### config.mk
export PLATFORM = sky130hd
export DESIGN_NAME = pal_ctrl
export DESIGN_NICKNAME = d
export VERILOG_FILES = /design/src/rtl/core/pal_pkg.sv /design/src/rtl/core/pal_ctrl.sv
export SDC_FILE = /design/constraint.sdc
export NUM_CORES = 1
export LEC_CHECK = 0
export ABC_CLOCK_PERIOD_IN_PS = 12000
export BUFFER_PORTS_ARGS = -buffer_cell sky130_fd_sc_hd__buf_2
export CAP_MARGIN = 0
export CORE_MARGIN = 2
export CORE_UTILIZATION = 45
export CTS_CLUSTER_SIZE = 40
export DETAILED_ROUTE_END_ITERATION = 10
export PLACE_DENSITY = 0.8
export SLEW_MARGIN = 20
export SYNTH_ARGS = -nofsm -noshare
export SYNTH_HDL_FRONTEND = slang
export SYNTH_SLANG_ARGS = --single-unit
### constraint.sdc
create_clock -name clk -period 12 [get_ports clk]
set_input_delay 2.4 -clock clk [delete_from_list [all_inputs] [get_ports clk]]
set_output_delay 2.4 -clock clk [all_outputs]
set_load 0.03 [all_outputs]
### src/rtl/core/pal_pkg.sv
package pal_pkg;

  localparam int DEF_CAPACITY      = 512;
  localparam int DEF_ELEMENT_WIDTH = 32;

  // Transaction field widths
  localparam int KIND_W   = 3;
  localparam int POS_W    = 9;
  localparam int VALUE_W  = 32;
  localparam int STATUS_W = 2;
  localparam int COUNT_W  = 10;

  // tdata layouts, first field in the low bits
  localparam int IN_KIND_LSB  = 0;
  localparam int IN_POS_LSB   = IN_KIND_LSB + KIND_W;
  localparam int IN_VAL_LSB   = IN_POS_LSB + POS_W;
  localparam int IN_TDATA_W   = ((IN_VAL_LSB + VALUE_W + 7) / 8) * 8;

  localparam int OUT_ST_LSB   = 0;
  localparam int OUT_ELEM_LSB = OUT_ST_LSB + STATUS_W;
  localparam int OUT_CNT_LSB  = OUT_ELEM_LSB + VALUE_W;
  localparam int OUT_TDATA_W  = ((OUT_CNT_LSB + COUNT_W + 7) / 8) * 8;

  typedef enum logic [KIND_W-1:0] {
    KIND_INS_FRONT = 3'd0,
    KIND_INS_END   = 3'd1,
    KIND_INS_POS   = 3'd2,
    KIND_REM_FRONT = 3'd3,
    KIND_REM_END   = 3'd4,
    KIND_REM_POS   = 3'd5,
    KIND_READ      = 3'd6
  } pal_kind_e;

  typedef enum logic [STATUS_W-1:0] {
    ST_OK    = 2'd0,
    ST_FULL  = 2'd1,
    ST_EMPTY = 2'd2,
    ST_RANGE = 2'd3
  } pal_status_e;

  typedef enum logic [1:0] {
    SH_HOLD,
    SH_UP,
    SH_DOWN
  } pal_shift_e;

  typedef enum logic [1:0] {
    S_IDLE,
    S_SCAN,
    S_PUSH
  } pal_state_e;

  // Broadcast to every cell
  typedef struct packed {
    pal_shift_e shift;
    logic       tap_load;
    logic       tap_shift;
  } pal_cell_ctl_t;

  function automatic int pal_count_w(input int cap);
    return $clog2(cap + 1);
  endfunction

  // Index compare width: wide enough for the count and for the position field
  function automatic int pal_idx_w(input int cap);
    int cw;
    cw = $clog2(cap + 1);
    return (cw > POS_W) ? cw : POS_W;
  endfunction

endpackage

### src/rtl/core/pal_ctrl.sv
module pal_ctrl import pal_pkg::*; #(
  parameter  int CAPACITY      = DEF_CAPACITY,
  parameter  int ELEMENT_WIDTH = DEF_ELEMENT_WIDTH,
  localparam int CW            = pal_count_w(CAPACITY),
  localparam int IW            = pal_idx_w(CAPACITY),
  localparam int SW            = $clog2(CAPACITY)
) (
  input  logic                     clk,
  input  logic                     rst,
  input  logic                     s_tvalid,
  output logic                     s_tready,
  input  logic [KIND_W-1:0]        kind,
  input  logic [POS_W-1:0]         position,
  input  logic [ELEMENT_WIDTH-1:0] tap_head,
  output pal_cell_ctl_t            cell_ctl,
  output logic [IW-1:0]            idx,
  output logic                     m_tvalid,
  input  logic                     m_tready,
  output logic [STATUS_W-1:0]      status,
  output logic [VALUE_W-1:0]       element_out,
  output logic [COUNT_W-1:0]       count_after
);

  pal_state_e  state, state_next;
  logic [CW-1:0] count, count_next;
  logic [SW-1:0] scan_cnt, scan_cnt_next;
  pal_status_e res_status, res_status_next;
  logic [CW-1:0] res_count, res_count_next;
  logic        res_fetch, res_fetch_next;
  logic        out_load;

  logic [IW-1:0] cnt_x, pos_x, op_idx;
  logic          is_ins, is_rem, is_read;
  pal_status_e   op_status;
  logic          accept, op_ok;

  assign cnt_x    = IW'(count);
  assign pos_x    = IW'(position);
  assign s_tready = (state == S_IDLE);
  assign accept   = s_tvalid && s_tready;
  assign idx      = op_idx;

  // operation decode
  always_comb begin
    is_ins  = 1'b0;
    is_rem  = 1'b0;
    is_read = 1'b0;
    op_idx  = '0;
    unique case (pal_kind_e'(kind))
      KIND_INS_FRONT: begin is_ins = 1'b1; op_idx = '0;                    end
      KIND_INS_END:   begin is_ins = 1'b1; op_idx = cnt_x;                 end
      KIND_INS_POS:   begin is_ins = 1'b1; op_idx = pos_x;                 end
      KIND_REM_FRONT: begin is_rem = 1'b1; op_idx = '0;                    end
      KIND_REM_END:   begin is_rem = 1'b1; op_idx = cnt_x - IW'(1);        end
      KIND_REM_POS:   begin is_rem = 1'b1; op_idx = pos_x;                 end
      KIND_READ:      begin is_read = 1'b1; op_idx = pos_x;                end
      default: begin
      end
    endcase

    op_status = ST_OK;
    if (is_ins) begin
      if (count == CW'(CAPACITY)) begin
        op_status = ST_FULL;
      end else if (op_idx > cnt_x) begin
        op_status = ST_RANGE;
      end
    end else if (is_rem || is_read) begin
      if (count == '0) begin
        op_status = ST_EMPTY;
      end else if (op_idx >= cnt_x) begin
        op_status = ST_RANGE;
      end
    end
    op_ok = (op_status == ST_OK);
  end

  // next state and outputs
  always_comb begin
    state_next      = state;
    count_next      = count;
    scan_cnt_next   = scan_cnt;
    res_status_next = res_status;
    res_count_next  = res_count;
    res_fetch_next  = res_fetch;
    out_load        = 1'b0;
    cell_ctl        = '{shift: SH_HOLD, tap_load: 1'b0, tap_shift: 1'b0};

    unique case (state)
      S_IDLE: begin
        if (accept) begin
          if (op_ok && is_ins) begin
            cell_ctl.shift = SH_UP;
            count_next     = count + CW'(1);
          end else if (op_ok && is_rem) begin
            cell_ctl.shift = SH_DOWN;
            count_next     = count - CW'(1);
          end
          res_status_next   = op_status;
          res_count_next    = count_next;
          res_fetch_next    = op_ok && (is_rem || is_read);
          cell_ctl.tap_load = op_ok && (is_rem || is_read);
          scan_cnt_next     = SW'(op_idx);
          state_next        = (op_ok && (is_rem || is_read)) ? S_SCAN : S_PUSH;
        end
      end
      S_SCAN: begin
        if (scan_cnt == '0) begin
          state_next = S_PUSH;
        end else begin
          cell_ctl.tap_shift = 1'b1;
          scan_cnt_next      = scan_cnt - SW'(1);
        end
      end
      S_PUSH: begin
        if (!m_tvalid || m_tready) begin
          out_load   = 1'b1;
          state_next = S_IDLE;
        end
      end
      default: begin
        state_next = S_IDLE;
      end
    endcase
  end

  always_ff @(posedge clk) begin
    if (rst) begin
      state    <= S_IDLE;
      count    <= '0;
      m_tvalid <= 1'b0;
    end else begin
      state <= state_next;
      count <= count_next;
      if (out_load) begin
        m_tvalid <= 1'b1;
      end else if (m_tready) begin
        m_tvalid <= 1'b0;
      end
    end
  end

  always_ff @(posedge clk) begin
    scan_cnt   <= scan_cnt_next;
    res_status <= res_status_next;
    res_count  <= res_count_next;
    res_fetch  <= res_fetch_next;
    if (out_load) begin
      status      <= res_status;
      element_out <= res_fetch ? VALUE_W'(tap_head) : '0;
      count_after <= COUNT_W'(res_count);
    end
  end

endmodule

==> results of run 1 <==
==> logic make-up (layout without fill, tap and decap cells) <==
logic type	count (synthesis)	in the layout	share of synthesized area, %
flops	79	79	50.0
buf+inv	38	142	3.82
simple gates	157	157	20.2
mux	6	6	1.45
compound gates	106	106	17.6
xor+xnor	14	14	3.07
fa+ha+maj	14	14	3.90
==> power by group <==
| group | internal [W] | switching, W |
|---|---|---|
| Clock | 0.000160 | 0.0000960 |
| Sequential | 0.000435 | 0.0000684 |
| Combinational | 0.000288 | 0.000552 |
| Total | 0.000883 | 0.000716 |
==> worst min-delay path by stage <==
stage            startpoint             end  slack (ns)
3_5_place_dp   res_count[6]  count_after[6]        0.41
6_report       res_count[6]  count_after[6]        0.42
3_3_place_gp   res_count[2]  count_after[2]        0.40
5_1_grt        res_count[0]  count_after[0]        0.43
4_1_cts        res_count[6]  count_after[6]        0.42
2_1_floorplan  res_count[0]  count_after[0]        0.40
==> per-layer routing <==
| layer | global-route usage, % | up-vias | wire length, um |
|---|---|---|---|
| met2 | 34.3 | 185 | 5240 |
| met4 | 8.98 | 0 | 257 |
| met1 | 27.4 | 1695 | 4890 |
| met5 | 0 | - | 0 |
| li1 | - | 1720 | - |
| met3 | 4.51 | 24 | 812 |
==> cell usage after synthesis, types with 13 or more instances <==
cell type	number
nand2_1	38
and2_1	37
a21oi_1	20
dfxtp_1	13
nor2_1	30
nor3_1	14
inv_1	17
o21ai_0	26
ha_1	14
edfxtp_1	66
==> cell usage in the layout (no fill, tap or decap), types with 3 or more instances in the layout <==
cell type,instances
mux2_2,4
o22ai_1,3
o21ai_2,4
nor4_4,3
o21ai_1,4
clkbuf_8,9
buf_2,107
nor3_1,14
a2111oi_2,3
xor2_1,4
o21ai_0,25
a21o_1,3
and3_1,3
nand3_1,8
ha_1,14
a221oi_2,3
nor2_1,30
inv_1,17
o31ai_1,6
a31oi_1,3
a22oi_1,8
nand2b_1,3
xnor2_1,8
a21oi_1,20
edfxtp_1,66
and2_1,37
nand2_1,38
dfxtp_1,13
bufinv_16,4
==> flip-flops by register name (all words and copies together) (netlist names) <==
| signal | count |
|---|---|
| element_out | 32 |
| cnt_x | 10 |
| count_after | 10 |
| res_count | 10 |
| scan_cnt | 9 |
| res_status | 2 |
| state | 2 |
| status | 2 |
| m_tvalid | 1 |
| res_fetch | 1 |
==> layout make-up <==
class	count	share of cell area (%)
clock inverter	7	2.67
inverter	18	1.26
tap	133	3.09
timing repair buffer	108	10.3
multi-input combinational	297	38.7
clock buffer	9	2.30
sequential	79	41.7
==> stage by stage <==
| step | cell area (um^2) | utilization, % | cells | setup WS (ns) |
|---|---|---|---|---|
| floorplan | 4490 | - | 414 | 3.90 |
| global placement | 5090 | 52.4 | 634 | 4.20 |
| CTS | 5360 | 55.1 | 650 | 4.05 |
| detailed placement | 5090 | 52.4 | 634 | 4.06 |
| global route | 5380 | 55.3 | 651 | 3.75 |
| finish | 5380 | 55.3 | 651 | 4.02 |
==> flow_summary.ini, run 1 <==
[critical_path]
critPathCaptureType = output pin
start_kind = input port
critPathMaxStageDelay_ns = 0.40
worstPathRequired_ns = 9.60
reg2regPathDepth = 16
worstSetupPathType = in2out
cp_max_fo = 19
path_cells = buf_2 -> inv_1 -> nand2_1 -> o21ai_0 -> a22oi_1 -> o21ai_0 -> ha_1 -> nand4_4 -> o21ba_1 -> a221oi_4 -> o21ai_2 -> and3_1 -> and2_1 -> buf_2
cp_num_buf_inv = 3
path_depth = 14
worstReg2RegStart = cnt_x[0]
reg2reg_slack_ns = 7.63
startpoint = kind[2]
cp_top_family = compound AO/OA/AOI/OAI gates
crit_arrival_ns = 5.58
endpoint = cell_ctl[3]
slowest_stage = ha_1
r2r_end = res_count[8]

[die]
start_util_pct = 46.1
fp.dieH_um = 104
fp.dieArea_mm2 = 0.0108
boundaryPins = 108
core_mm2 = 0.00973
num_rows = 36
die_x_um = 104

[layout]
syn2layout_area_growth_pct = 19.9
n_antenna_cell = 0
fillCellCount = 876
final-seq-area_mm2 = 0.00224
multi_input_area_mm2 = 0.00208
nNetsFinal = 575
drive_above_1_share_pct = 31.5

[sta]
fmax_ghz = 0.125
setup_viol = 0
hold_viol_final = 0
skew_ns = 0.00848
post-route-period-util_pct = 66.5
worst_slew_pin_slew_ns = 0.855
whs_ns = 0.422
relSlewSlack_pct = 42.9
drv_slew = 0
rsz0062_at_grt = false
min_period_ns = 7.98
setup_tns_ns = 0

[synthesis]
yosys_warnings = 0
synth.top_cell.area_share_pct = 44.2
synth-edff-count = 66
synth_largest_area_cell = edfxtp_1
synthTopCellsByArea = edfxtp_1 (44%), dfxtp_1 (5.8%), and2_1 (5.2%), ha_1 (3.9%), nand2_1 (3.2%)
synthDistinctLibCells = 69
ys_seq_area_share_pct = 50.0
syn_inst = 414
synth_ff_type = edfxtp_1
postSynth.asyncResetShare_pct = 0
avgSynthCellArea_um2 = 10.8
synth_seq_cells = 79
synth.net_count = 476
syn_area_mm2 = 0.00449

[grt]
grt_max_degree = 45
grt_use_total_pct = 21.1
antenna_found_initial = 0
grt_overflow_total = 0
grt_pass1_wl_mm = 18.2
grt_pass1_vias = 3542

[drt]
drc = 0
vias = 3624
drt_iter0_drc = 194
wire_per_inst_um = 17.2
drt.antenna.violating_nets = 0
dr.pass1.iters = 5
wl_mm = 11.2
viasPerCell = 5.57

[placed_design]
place.gp.congestion = 0.942
portBuffers = 107
dp_hpwl_mm = 8.53

[run]
drv_cap = 0

[clock_network]
insertion_delay_ns = 0.35
path_clk_slew_ns = 0.07
cts-hold-fix-buffers = 0
post_cts_resized = 0
clockRootBuffer = clkbuf_8
clkSinkCount = 79
post-cts-setup-buffer-count = 0
clockBufferDepth = 2
cts_buffers = 9
htree_levels = 3
cts_tree = yes

[pwr]
fin_total_pwr_w = 0.00160
vdd_drop_max_mv = 0.171
power_density_mw_per_mm2 = 297
static-leakage-power_nw = 2.14

[min_path]
hp-class = reg2reg
whs_path_depth = 0

[status]
outcome = completed
(Power assumes the default switching activity.)
==> inputs of run 2 (changes only) <==
--- a/config.mk
+++ b/config.mk
@@ -5,14 +5,14 @@
 export SDC_FILE = /design/constraint.sdc
 export NUM_CORES = 1
 export LEC_CHECK = 0
-export ABC_CLOCK_PERIOD_IN_PS = 12000
+export ABC_CLOCK_PERIOD_IN_PS = 6800
 export BUFFER_PORTS_ARGS = -buffer_cell sky130_fd_sc_hd__buf_2
 export CAP_MARGIN = 0
 export CORE_MARGIN = 2
 export CORE_UTILIZATION = 45
 export CTS_CLUSTER_SIZE = 40
 export DETAILED_ROUTE_END_ITERATION = 10
-export PLACE_DENSITY = 0.8
+export PLACE_DENSITY = 0.83
 export SLEW_MARGIN = 20
 export SYNTH_ARGS = -nofsm -noshare
 export SYNTH_HDL_FRONTEND = slang
==> constraint.sdc (replaced) <==
create_clock -name clk -period 6.8 [get_ports clk]
set_input_delay 1.36 -clock clk [delete_from_list [all_inputs] [get_ports clk]]
set_output_delay 1.36 -clock clk [all_outputs]
set_load 0.03 [all_outputs]
==> flow_summary.ini, run 2 (synthesis results as in run 1) <==
[sta]
worst_slew_pin_slew_ns = 0.846
drv_slew = 0
post-route-period-util_pct = 86.6
rsz0062_at_grt = false
relSlewSlack_pct = 43.5
setup_slack_ns = 0.914
skew_ns = 0.00829
hold_viol_final = 0
setup_viol = 0
setup_tns_ns = 0
fmax_ghz = 0.170
min_period_ns = 5.89

[clock_network]
cts-hold-fix-buffers = 0
path_clk_slew_ns = 0.09
htree_levels = 3
insertion_delay_ns = 0.36
cts_tree = yes
cts_buffers = 9
clockRootBuffer = clkbuf_8
clkSinkCount = 79
clockBufferDepth = 2
post_cts_resized = 0
post-cts-setup-buffer-count = 0

[critical_path]
start_kind = register
crit_arrival_ns = 4.53
cp_max_fo = 9
reg2regPathDepth = 16
worstPathRequired_ns = 5.44
path_cells = inv_1 -> ha_1 -> nor3b_2 -> nand2_1 -> nor3_1 -> o21ai_0 -> a22oi_1 -> o21ai_1 -> ha_1 -> nand4_4 -> o21ba_1 -> a221oi_4 -> o21ai_2 -> and3_1 -> and2_1 -> buf_2
worstReg2RegStart = cnt_x[0]
critPathMaxStageDelay_ns = 0.45
reg2reg_slack_ns = 2.37
slowest_stage = dfxtp_1
worstSetupPathType = reg2out
r2r_end = res_count[8]
path_common_cell = ha_1
critPathCaptureType = output pin

[placed_design]
dpl_worst_slack_ns = 1.01
portBuffers = 107
place.gp.congestion = 0.917
dp_hpwl_mm = 8.72

[layout]
syn2layout_area_growth_pct = 18.7
nNetsFinal = 575
drive_above_1_share_pct = 31.7
regMostFlops = element_out
final_common_cell = buf_2
n_antenna_cell = 0
mostFrequentLayoutCells = buf_2 (107), edfxtp_1 (66), nand2_1 (38), and2_1 (37), nor2_1 (30)
largest_reg_flops = 32
fin_util_pct = 54.7

[drt]
drc = 0
wire_per_inst_um = 17.5
viasPerCell = 5.69
vias = 3702
dr.pass1.iters = 5
drt_iter0_drc = 191
wl_mm = 11.4
drt.antenna.violating_nets = 0

[min_path]
whs_path_depth = 0
hp-start = res_count[9]
min_to = count_after[9]
hp-class = reg2reg

[die]
start_util_pct = 46.1
boundaryPins = 108
core_mm2 = 0.00973
fp.dieH_um = 104
fp.dieArea_mm2 = 0.0108
die_x_um = 104
num_rows = 36

[run]
drv_cap = 0

[grt]
grt_use_total_pct = 21.4
grt_pass1_wl_mm = 18.2
grt_max_degree = 45
grt_overflow_total = 0
antenna_found_initial = 0
grt_pass1_vias = 3609

[status]
outcome = completed

[pwr]
static-leakage-power_nw = 2.11
power_density_mw_per_mm2 = 516
vdd_drop_max_mv = 0.260
==> run 2: changes by cell type in the layout (fill, tap and decap cells not counted), sizes merged <==
cell	previous run	this run
clkinvlp	0	1
inv	18	20
bufinv	4	1
==> run 2: area by class of cell <==
type / instances / area [um^2]
tap: 133 / 166
sequential: 79 / 2240
multi-input combinational: 297 / 2080
timing repair buffer: 108 / 556
fill: 867 / 4400
inverter: 18 / 67.6
clock inverter: 7 / 88.8
clock buffer: 9 / 124
==> run 2: how the worst max path moves through the flow <==
stage                     startpoint          end  cells past startpoint
after CTS                   cnt_x[0]  cell_ctl[3]                     16
final                       cnt_x[0]  cell_ctl[3]                     16
after global routing        cnt_x[0]  cell_ctl[3]                     16
after global placement       kind[2]  cell_ctl[3]                     14
after detailed placement     kind[2]  cell_ctl[3]                     14
after floorplan              kind[2]  cell_ctl[1]                     13
==> run 2: per-layer routing <==
layer / track usage, % / part of all wire [%]
met5: 0 / 0
met4: 11.8 / 3.5
met3: 5.01 / 8.2
met2: 34.6 / 47
met1: 26.3 / 41
==> run 2: metrics by stage <==
| step | cell area, um^2 | instances | hold WS, ns | power (W) |
|---|---|---|---|---|
| 4_1_cts | 5310 | 650 | 0.421 | 0.00275 |
| 5_1_grt | 5330 | 651 | 0.428 | 0.00291 |
| 6_report | 5330 | 651 | 0.422 | 0.00275 |
| 3_3_place_gp | 5090 | 634 | 0.407 | 0.00235 |
| 3_5_place_dp | 5090 | 634 | 0.405 | 0.00237 |
| 2_1_floorplan | 4490 | 414 | 0.400 | 0.00199 |
==> run 2: critical path, delay by kind of cell (launching register included) <==
kind	cells	cell delay [ns]
AOI/OAI and AO/OA	6	1.21
adders and majority gates	2	0.67
buffers and inverters	2	0.35
DFF	1	0.45
and+or+nand+nor	6	1.50
==> run 2: where the power goes <==
part	switching (W)	internal, W
combinational	0.000981	0.000507
clock	0.000191	0.000177
sequential	0.000122	0.000768
total	0.00129	0.00145
