===== src/rtl/core/pal_pkg.sv =====
package pal_pkg;

  localparam int DEF_CAPACITY      = 512;
  localparam int DEF_ELEMENT_WIDTH = 32;

  // Transaction field widths
  localparam int KIND_W   = 3;
  localparam int POS_W    = 9;
  localparam int VALUE_W  = 32;
  localparam int STATUS_W = 2;
  localparam int COUNT_W  = 10;

  // tdata layouts, first field in the low bits
  localparam int IN_KIND_LSB  = 0;
  localparam int IN_POS_LSB   = IN_KIND_LSB + KIND_W;
  localparam int IN_VAL_LSB   = IN_POS_LSB + POS_W;
  localparam int IN_TDATA_W   = ((IN_VAL_LSB + VALUE_W + 7) / 8) * 8;

  localparam int OUT_ST_LSB   = 0;
  localparam int OUT_ELEM_LSB = OUT_ST_LSB + STATUS_W;
  localparam int OUT_CNT_LSB  = OUT_ELEM_LSB + VALUE_W;
  localparam int OUT_TDATA_W  = ((OUT_CNT_LSB + COUNT_W + 7) / 8) * 8;

  typedef enum logic [KIND_W-1:0] {
    KIND_INS_FRONT = 3'd0,
    KIND_INS_END   = 3'd1,
    KIND_INS_POS   = 3'd2,
    KIND_REM_FRONT = 3'd3,
    KIND_REM_END   = 3'd4,
    KIND_REM_POS   = 3'd5,
    KIND_READ      = 3'd6
  } pal_kind_e;

  typedef enum logic [STATUS_W-1:0] {
    ST_OK    = 2'd0,
    ST_FULL  = 2'd1,
    ST_EMPTY = 2'd2,
    ST_RANGE = 2'd3
  } pal_status_e;

  typedef enum logic [1:0] {
    SH_HOLD,
    SH_UP,
    SH_DOWN
  } pal_shift_e;

  typedef enum logic [1:0] {
    S_IDLE,
    S_SCAN,
    S_PUSH
  } pal_state_e;

  // Broadcast to every cell
  typedef struct packed {
    pal_shift_e shift;
    logic       tap_load;
    logic       tap_shift;
  } pal_cell_ctl_t;

  function automatic int pal_count_w(input int cap);
    return $clog2(cap + 1);
  endfunction

  // Index compare width: wide enough for the count and for the position field
  function automatic int pal_idx_w(input int cap);
    int cw;
    cw = $clog2(cap + 1);
    return (cw > POS_W) ? cw : POS_W;
  endfunction

endpackage


===== src/rtl/core/pal_cell.sv =====
module pal_cell import pal_pkg::*; #(
  parameter int ELEMENT_WIDTH = DEF_ELEMENT_WIDTH
) (
  input  logic                     clk,
  input  pal_cell_ctl_t            ctl,
  input  logic                     at_idx,
  input  logic                     past_idx,
  input  logic [ELEMENT_WIDTH-1:0] ins_value,
  input  logic [ELEMENT_WIDTH-1:0] below_entry,
  input  logic [ELEMENT_WIDTH-1:0] above_entry,
  input  logic [ELEMENT_WIDTH-1:0] above_tap,
  output logic [ELEMENT_WIDTH-1:0] entry,
  output logic [ELEMENT_WIDTH-1:0] tap
);

  // list slot: opens a gap or closes one at the target index
  always_ff @(posedge clk) begin
    case (ctl.shift)
      SH_UP: begin
        if (at_idx) begin
          entry <= ins_value;
        end else if (past_idx) begin
          entry <= below_entry;
        end
      end
      SH_DOWN: begin
        if (at_idx || past_idx) begin
          entry <= above_entry;
        end
      end
      default: begin
      end
    endcase
  end

  // readout chain: snapshot of the slot, then moves toward cell 0
  always_ff @(posedge clk) begin
    if (ctl.tap_load) begin
      tap <= entry;
    end else if (ctl.tap_shift) begin
      tap <= above_tap;
    end
  end

endmodule


===== config.mk =====
export PLATFORM = sky130hd
export DESIGN_NAME = pal_cell
export DESIGN_NICKNAME = d
export VERILOG_FILES = /design/src/rtl/core/pal_pkg.sv /design/src/rtl/core/pal_cell.sv
export SDC_FILE = /design/constraint.sdc
export NUM_CORES = 1
export LEC_CHECK = 0
export ABC_AREA = 1
export BUFFER_PORTS_ARGS = -buffer_cell sky130_fd_sc_hd__buf_2
export CELL_PAD_IN_SITES_DETAIL_PLACEMENT = 1
export CELL_PAD_IN_SITES_GLOBAL_PLACEMENT = 2
export CORE_MARGIN = 4
export CORE_UTILIZATION = 23
export CTS_CLUSTER_DIAMETER = 50
export CTS_CLUSTER_SIZE = 8
export DETAILED_ROUTE_END_ITERATION = 7
export PLACE_DENSITY = 0.9
export RECOVER_POWER = 100
export SLEW_MARGIN = 15
export SYNTH_ARGS = -nofsm -noshare
export SYNTH_HDL_FRONTEND = slang
export SYNTH_SLANG_ARGS = --single-unit

===== constraint.sdc =====
create_clock -name clk -period 3.4 [get_ports clk]
set_clock_uncertainty 0.15 [all_clocks]
set_input_delay 0.17 -clock clk [delete_from_list [all_inputs] [get_ports clk]]
set_output_delay 0.17 -clock clk [all_outputs]
set_load 0.005 [all_outputs]

==> flow_summary.yaml, run 1 <==
outcome:
  status: "finished, violations left"
  violations: "max-capacitance violations, max-slew violations"
critical_path:
  ff2ff_path_depth: 2
  crit_type: "in -> reg"
  cp.arrival_ns: 2.25
  crit-reg2reg-launch: "entry[15]"
  r2r_end: "tap[15]"
  cp.required_ns: 3.19
  critPathLaunchType: "input pin"
  reg2reg_slack_ns: 2.43
  cp_max_fo: 34
  end_kind: "register"
  critPathLaunch: "at_idx"
  endpoint: "entry[5]"
die:
  core_um2: 14600
  die_h_um: 131
  die-area_um2: 17100
  ios: 199
  num_rows: 44
  fp.dieW_um: 131
  start_util_pct: 23.6
synthesis:
  synth.top_cell.area_share_pct: 55.6
  netlist_area_um2: 3460
  yosysTopAreaCell: "edfxtp_1"
  syn_nets: 549
  syn_area_per_cell_um2: 8.35
  yosys-top-cells-area: "edfxtp_1 56%, nand2_1 22%, inv_1 7.1%"
  yosysWarnings: 0
  synth_cell_types: 16
  synth-seq-cells: 64
  synth.yosys.seq_area_share_pct: 55.6
  synthCells: 414
pwr:
  vdd_drop_max_v: 0.000211
  p_per_area_nw_per_um2: 433
  finalPower_uw: 2300
  power_leakage_uw: 0.00274
clock_network:
  cts_num_sinks: 64
  clkSlewWorstSetupHoldPaths_ns: 0.05
  cts_tree: "yes"
  htree_levels: 3
  clk_latency_ns: 0.32
  cts.path.max_buffers: 2
  clockRootBuffer: "clkbuf_16"
  cts_buffers: 9
timing:
  worst_pin_slew_ns: 2.44
  maxSlewHeadroom_pct: -62.5
  period_needed_ns: 2.47
  fin_crit_sh_pct: 72.5
  finalSetupViolCount: 0
  fin_setup_tns_ns: 0
  fmax_mhz: 406
  finalMaxSlewViolations: 33
  final_hold_viol_count: 0
  rsz0062_at_grt: "false"
finish:
  fin_cells: 855
  syn2layout_area_growth_pct: 53.9
  drive_gt1_share_pct: 25.9
  final_nets: 802
  insertedDiodeCount: 0
  stdcell_area_um2: 5320
route:
  routed_wl_um: 12700
  drt_iter0_drc: 135
  ant_nets: 0
  wl_per_cell_um: 14.8
  viasPerCell: 4.18
  via_count: 3577
  drc: 0
  firstDrtPassIters: 4
placement:
  placed_cell_area_um2: 4510
  hpwl_um: 8860
  port-buffer-count: 198
  gp_routability_congestion: 0.720
  place_inst: 778
global_route:
  grt_overflow: 0
  grt_pass1_vias: 3854
  grt_pass1_wl_um: 19100
  antenna_found_initial: 0
  grt_max_degree: 35
  grtUsageTotal_pct: 14.5
hold_path:
  min_path_type: "in -> reg"
flow_run:
  max_cap_viol_count: 1
==> per-stage QoR <==
stage / hold WS, ns / setup slack [ns] / util [%]
6_report: 0.00761 / 0.935 / 36.3
5_1_grt: 0.00303 / 0.730 / 36.3
4_1_cts: 0.00339 / 1.40 / 37.0
3_5_place_dp: 0.295 / 1.06 / 30.8
3_3_place_gp: 0.290 / 1.11 / 30.8
2_1_floorplan: 0.199 / 0.764 / -
==> cells by family after synthesis <==
family                 count (synthesis)  share of synthesized area, %
buffers and inverters                 89                          13.1
AO/OA/AOI/OAI                          1                         0.145
flip-flops                            64                          55.6
AND/OR/NAND/NOR                      260                          31.1
==> final cells by class <==
cell class | count | area, um2
fillers | 1851 | 9320
multi-input cells | 261 | 1070
flip-flops and latches | 64 | 1920
inverters | 69 | 264
well taps | 184 | 230
clock buffers | 9 | 225
repair buffers | 262 | 1550
clock inverters | 6 | 51.3
==> cells in the mapped netlist (all sizes together) <==
master	instances
buf	20
a21oi	1
nand3	32
edfxtp	64
nor2	1
or2	1
inv	69
nand2	226
==> flip-flops by register name (all words and copies together), names as in the netlist <==
signal,flops
entry,32
tap,32
==> critical path: stages <==
cell and delay, ns:
buf_2 0.56, nor2_1 0.17, a21oi_4 0.49, clkbuf_1 0.84
==> worst min-delay path by stage <==
stage | end | cells past startpoint | startpoint
CTS | entry[13] | 3 | above_entry[13]
global route | entry[5] | 3 | above_entry[5]
detailed placement | tap[17] | 3 | above_tap[17]
floorplan | tap[0] | 2 | above_tap[0]
global placement | tap[9] | 3 | above_tap[9]
finish | entry[5] | 3 | above_entry[5]
==> cells in the final DEF, fill, tap and decap left out, types with 3 or more instances in the layout <==
master         netlist  final
nand3_1             32     32
nand2_2             20     13
inv_1               65     66
buf_2                4    143
clkinv_1             0      3
clkbuf_16            0      9
nand2_1            205    212
dlygate4sd3_1        0     62
edfxtp_1            64     64
clkbuf_1             0     55
==> routing by layer <==
layer | routed length (um) | vias to the layer above | track usage [%] | part of all wire, %
li1 | - | 1763 | - | -
met1 | 5100 | 1656 | 16.3 | 40
met2 | 6540 | 137 | 26.8 | 52
met3 | 741 | 21 | 2.93 | 5.9
met4 | 277 | 0 | 5.57 | 2.2
met5 | 0 | - | 0 | 0
==> report_power, final <==
part	total (uW)	switching (uW)	internal, uW
clock network	871	319	552
logic	409	219	190
registers	1020	39.3	983
total	2300	577	1730
==> repair_timing <==
action,CTS,global route
hold buffers,62,0
endpoints found under the hold margin,62,0
gates resized for setup,0,0
setup buffers,0,0
Power figures use the tool's default switching activity.
==> inputs of run 2 (changes only) <==
- CORE_UTILIZATION: 23 -> 21
- PLACE_DENSITY: 0.9 -> 0.87
- clock period: 3.4 -> 2.2 ns (I/O delays scaled with it)
==> run 2 against run 1 <==
Effect of this change: the flow now finishes without violations; clock power up 58%; power up 58%; sequential power up 55%; final cell count up 6.5%; largest power group unchanged; critical path depth unchanged; global-route usage down 0.61 points; worst hold slack better by 0.0046 ns; worst setup slack worse by 0.45 ns; design area up 5.2%.
==> flow_summary.yaml, run 2 (same netlist as run 1, synthesis figures left out) <==
outcome:
  status: "finished, final reports clean"
timing:
  maxSlewHeadroom_pct: 1.41
  fin_crit_sh_pct: 77.9
  worst_pin_slew_ns: 1.48
  period_needed_ns: 1.71
  finalMaxSlewViolations: 0
  finalSetupViolCount: 0
  rsz0062_at_grt: "false"
  fmax_mhz: 584
  final_hold_viol_count: 0
  fin_setup_tns_ns: 0
route:
  viasPerCell: 3.94
  routed_wl_um: 13000
  via_count: 3592
  firstDrtPassIters: 4
  ant_nets: 0
  drc: 0
  drt_iter0_drc: 88
  wl_per_cell_um: 14.3
critical_path:
  crit_type: "in -> reg"
  cp_slowest_stage_delay_ns: 0.72
  critPathLaunchType: "input pin"
  crit_chain: "buf_2 > nor2_1 > a21oi_4 > clkbuf_2"
  end_kind: "register"
  cpMaxStageDelayCell: "clkbuf_2"
  cp.required_ns: 2.00
  cp.arrival_ns: 1.51
  cp_max_fo: 32
  critPathTopFamily: "buffers and inverters"
  crit_buf_inv: 2
die:
  num_rows: 46
  fp.dieW_um: 136
  ios: 199
  core_um2: 16000
  die_h_um: 136
  die-area_um2: 18600
  start_util_pct: 21.6
placement:
  gp_routability_congestion: 0.727
  port-buffer-count: 198
  hpwl_um: 9010
pwr:
  vdd_drop_max_v: 0.000329
  finalPower_uw: 3640
  power_leakage_uw: 0.00284
  p_per_area_nw_per_um2: 651
  pwr-share-seq_pct: 43.4
  power_frac_clock_pct: 37.8
  switchingPower_uw: 915
  power_frac_comb_pct: 18.8
  swShare_pct: 25.1
  p_int_uw: 2730
clock_network:
  clkSlewWorstSetupHoldPaths_ns: 0.05
  clockRootBuffer: "clkbuf_16"
  cts.path.max_buffers: 2
  clk_latency_ns: 0.33
  cts_buffers: 9
  cts_tree: "yes"
  cts_num_sinks: 64
  htree_levels: 3
finish:
  final_util_pct: 35.0
  final_common_cell: "nand2_1"
  final-seq-area_um2: 1920
  final_nets: 823
  syn2layout_area_growth_pct: 61.9
  drive_gt1_share_pct: 26.8
  final_cell_mix: "206 x nand2_1, 147 x buf_2, 81 x dlygate4sd3_1"
  reg.largest.list: "entry x32, tap x32"
  multiInputGateArea_um2: 1090
  fillers: 2037
global_route:
  grt_max_degree: 34
  grt_pass1_vias: 3783
  grt_overflow: 0
  antenna_found_initial: 1
  grt_pass1_wl_um: 19500
  grtUsageTotal_pct: 13.9
flow_run:
  max_cap_viol_count: 0
hold_path:
  min_path_type: "in -> reg"
## run 2: cell types whose count changed in the layout (fill, tap and decap cells not counted), sizes merged
| cell | before | now |
|---|---|---|
| dlygate4sd3 | 62 | 81 |
| buf | 145 | 150 |
| clkinv | 5 | 2 |
| diode | 0 | 2 |
| clkinvlp | 0 | 1 |
## run 2: layout make-up
cell class,instances,share of cell area [%]
inverter,69,4.72
clock buffer,12,4.22
timing repair buffer,283,31.5
antenna,2,0.0894
sequential,64,34.3
clock inverter,4,0.805
tap,216,4.83
multi-input combinational,261,19.5
## run 2: worst paths after layout
check / start / end / slack (ns) / cells after the start
worst max-delay path: at_idx / entry[10] / 0.49 / 4
worst min-delay path: below_entry[10] / entry[10] / 0.01 / 5
worst max register to register: entry[28] / tap[28] / 1.22 / 2
worst min register to register: entry[2] / tap[2] / 0.40 / 2
## run 2: worst min-delay path: stages
cell and delay [ns]:
buf_2 0.08, inv_1 0.03, nand2_1 0.05, nand3_1 0.06, nand2_1 0.05
## run 2: power by group through the flow
stage | Combinational (uW) | Sequential [uW] | Clock [uW]
floorplan | 252 | 1610 | 0
global placement | 584 | 1600 | 0
detailed placement | 593 | 1600 | 0
CTS | 726 | 1580 | 1430
global route | 772 | 1590 | 1470
finish | 686 | 1580 | 1380
## run 2: metal layers
metal / GRT usage [%] / wire (um) / share of wire [%]
met1: 15.7 / 5310 / 41
met2: 24.5 / 6430 / 49
met3: 4.15 / 1020 / 7.8
met4: 5.71 / 281 / 2.2
met5: 0 / 0 / 0
## run 2: what timing repair did
item                                   in CTS  in global routing
endpoints found under the hold margin      64                  0
resized for setup                           0                  0
setup buffers                               0                  0
hold buffers                               81                  0
## run 2: through the flow
| step | setup WS, ns | hold slack (ns) | instances | instance area, um2 |
|---|---|---|---|---|
| after CTS | 0.515 | 0.000929 | 909 | 5670 |
| after floorplan | 0.285 | 0.139 | 414 | 3460 |
| final | 0.487 | 0.0122 | 911 | 5600 |
| after global placement | 0.630 | 0.224 | 812 | 4580 |
| after global routing | 0.336 | 0.0226 | 910 | 5600 |
| after detailed placement | 0.607 | 0.229 | 812 | 4580 |
==> inputs of run 3 (changes only) <==
- clock period: 2.2 -> 1.55 ns (I/O delays scaled with it)
==> run 3 against run 2 <==
Effect of this change: clock-buffer cell count is the same; power grew 39%; sequential share of layout area shrank 0.63 points; via count grew 3.0%; worst hold slack lost 0.0071 ns; critical path type unchanged; largest power group unchanged.
==> flow_summary.yaml, run 3 (same netlist as run 1, synthesis figures left out) <==
outcome:
  status: "finished, final reports clean"
finish:
  final-seq-area_um2: 1920
  final_nets: 839
  drive_gt1_share_pct: 26.1
  syn2layout_area_growth_pct: 65.0
  final_cell_mix: "206 x nand2_1, 138 x buf_2, 92 x dlygate4sd3_1"
  reg.largest.list: "entry x32, tap x32"
  fillers: 2006
  final_common_cell: "nand2_1"
  multiInputGateArea_um2: 1090
global_route:
  grt_overflow: 0
  grt_max_degree: 33
  grt_pass1_vias: 3942
  grtUsageTotal_pct: 14.3
  grt_pass1_wl_um: 20400
  antenna_found_initial: 0
clock_network:
  clkSlewWorstSetupHoldPaths_ns: 0.06
  cts_tree: "yes"
  cts.path.max_buffers: 2
  cts_num_sinks: 64
  clockRootBuffer: "clkbuf_16"
  clk_latency_ns: 0.33
  htree_levels: 3
  cts_buffers: 9
pwr:
  vdd_drop_max_v: 0.000466
  power_leakage_uw: 0.00288
  swShare_pct: 26.0
  switchingPower_uw: 1320
  power_frac_comb_pct: 20.2
  pwr-share-seq_pct: 44.2
  p_per_area_nw_per_um2: 888
  p_int_uw: 3750
  power_frac_clock_pct: 35.6
route:
  wl_met3_um: 905
  wl_per_cell_um: 14.3
  top_layer_used: "met4"
  routed_wl_um: 13200
  firstDrtPassIters: 4
  viasPerCell: 3.99
  ant_nets: 0
  drt_iter0_drc: 123
  drc: 0
  met2_wirelength_um: 6730
  wl_met1_um: 5270
  via_count: 3699
placement:
  port-buffer-count: 198
  dp_worst_setup_slack_ns: 0.319
  gp_routability_congestion: 0.740
  hpwl_um: 9220
timing:
  rsz0062_at_grt: "false"
  maxSlewHeadroom_pct: 40.0
  worst_pin_slew_ns: 0.900
  final_hold_viol_count: 0
  fin_setup_tns_ns: 0
  fin_crit_sh_pct: 97.7
  finalMaxSlewViolations: 0
  finalSetupViolCount: 0
  period_needed_ns: 1.51
  fmax_mhz: 660
  setup_ws_ns: 0.0358
critical_path:
  endpoint: "entry[30]"
  cp.required_ns: 1.48
  crit_type: "in -> reg"
  cp_max_fo: 1
  cp.arrival_ns: 1.45
  r2r_end: "tap[0]"
  end_kind: "register"
  reg2reg_slack_ns: 0.59
  crit-reg2reg-launch: "entry[0]"
  critPathLaunchType: "input pin"
  critPathLaunch: "above_entry[30]"
  ff2ff_path_depth: 2
die:
  fp.dieW_um: 136
  die-area_um2: 18600
  die_h_um: 136
  core_um2: 16000
  start_util_pct: 21.6
  ios: 199
  num_rows: 46
flow_run:
  max_cap_viol_count: 0
hold_path:
  min_path_type: "in -> reg"
  hold-path-cell-count: 5
-- run 3: changes by cell type in the layout (fill, tap and decap cells not counted), sizes merged --
cell         before  now
clkbuf           64   75
diode             2    1
bufinv            1    0
clkinv            2    3
buf             150  144
dlygate4sd3      81   92
-- run 3: how the worst min path moves through the flow --
stage / from / to / slack (ns)
after global routing: below_entry[28] / entry[28] / 0.02
final: ins_value[13] / entry[13] / 0.005
after floorplan: above_tap[0] / tap[0] / 0.11
after detailed placement: above_tap[7] / tap[7] / 0.20
after global placement: above_tap[4] / tap[4] / 0.20
after CTS: ins_value[13] / entry[13] / 0.0003
-- run 3: metal layers --
layer / vias up / track usage, %
met3: 22 / 3.66
met1: 1696 / 15.8
met2: 141 / 25.9
met5: - / 0
li1: 1840 / -
met4: 0 / 5.66
-- run 3: power by group through the flow --
stage | logic [uW] | clock network, uW | registers [uW]
final | 1020 | 1800 | 2240
after global routing | 1150 | 1940 | 2260
after CTS | 1080 | 1850 | 2230
after detailed placement | 850 | 0 | 2270
after global placement | 839 | 0 | 2260
after floorplan | 360 | 0 | 2280
-- run 3: what timing repair did --
action / in CTS / in global routing
gates resized for setup: 0 / 0
hold buffers: 92 / 0
endpoints found under the setup margin: 0 / 0
endpoints found under the hold margin: 64 / 0
setup buffers: 0 / 0
-- run 3: layout make-up --
cell class                      instances  share of cell area (%)
Clock inverter                          4                   0.373
Tap cell                              216                    4.74
Clock buffer                           12                    4.15
Antenna cell                            1                  0.0439
Sequential cell                        64                    33.7
Timing Repair Buffer                  299                    33.3
Multi-Input combinational cell        261                    19.1
Inverter                               69                    4.63
-- run 3: critical path: stages --
cell           delay, ns
dlygate4sd3_1       0.56
buf_2               0.13
nand2_1             0.07
nand2_1             0.05
dlygate4sd3_1       0.55
-- run 3: metrics by stage --
stage                     total power [uW]  cell area, um2  utilization (%)  hold slack [ns]  cells
after floorplan                       2640            3470                -            0.106    414
after global placement                3100            4620             28.9            0.197    817
after detailed placement              3120            4620             28.9            0.197    817
after CTS                             5160            5800             36.2         0.000322    925
after global routing                  5350            5700             35.6           0.0214    925
final                                 5060            5700             35.6          0.00503    926
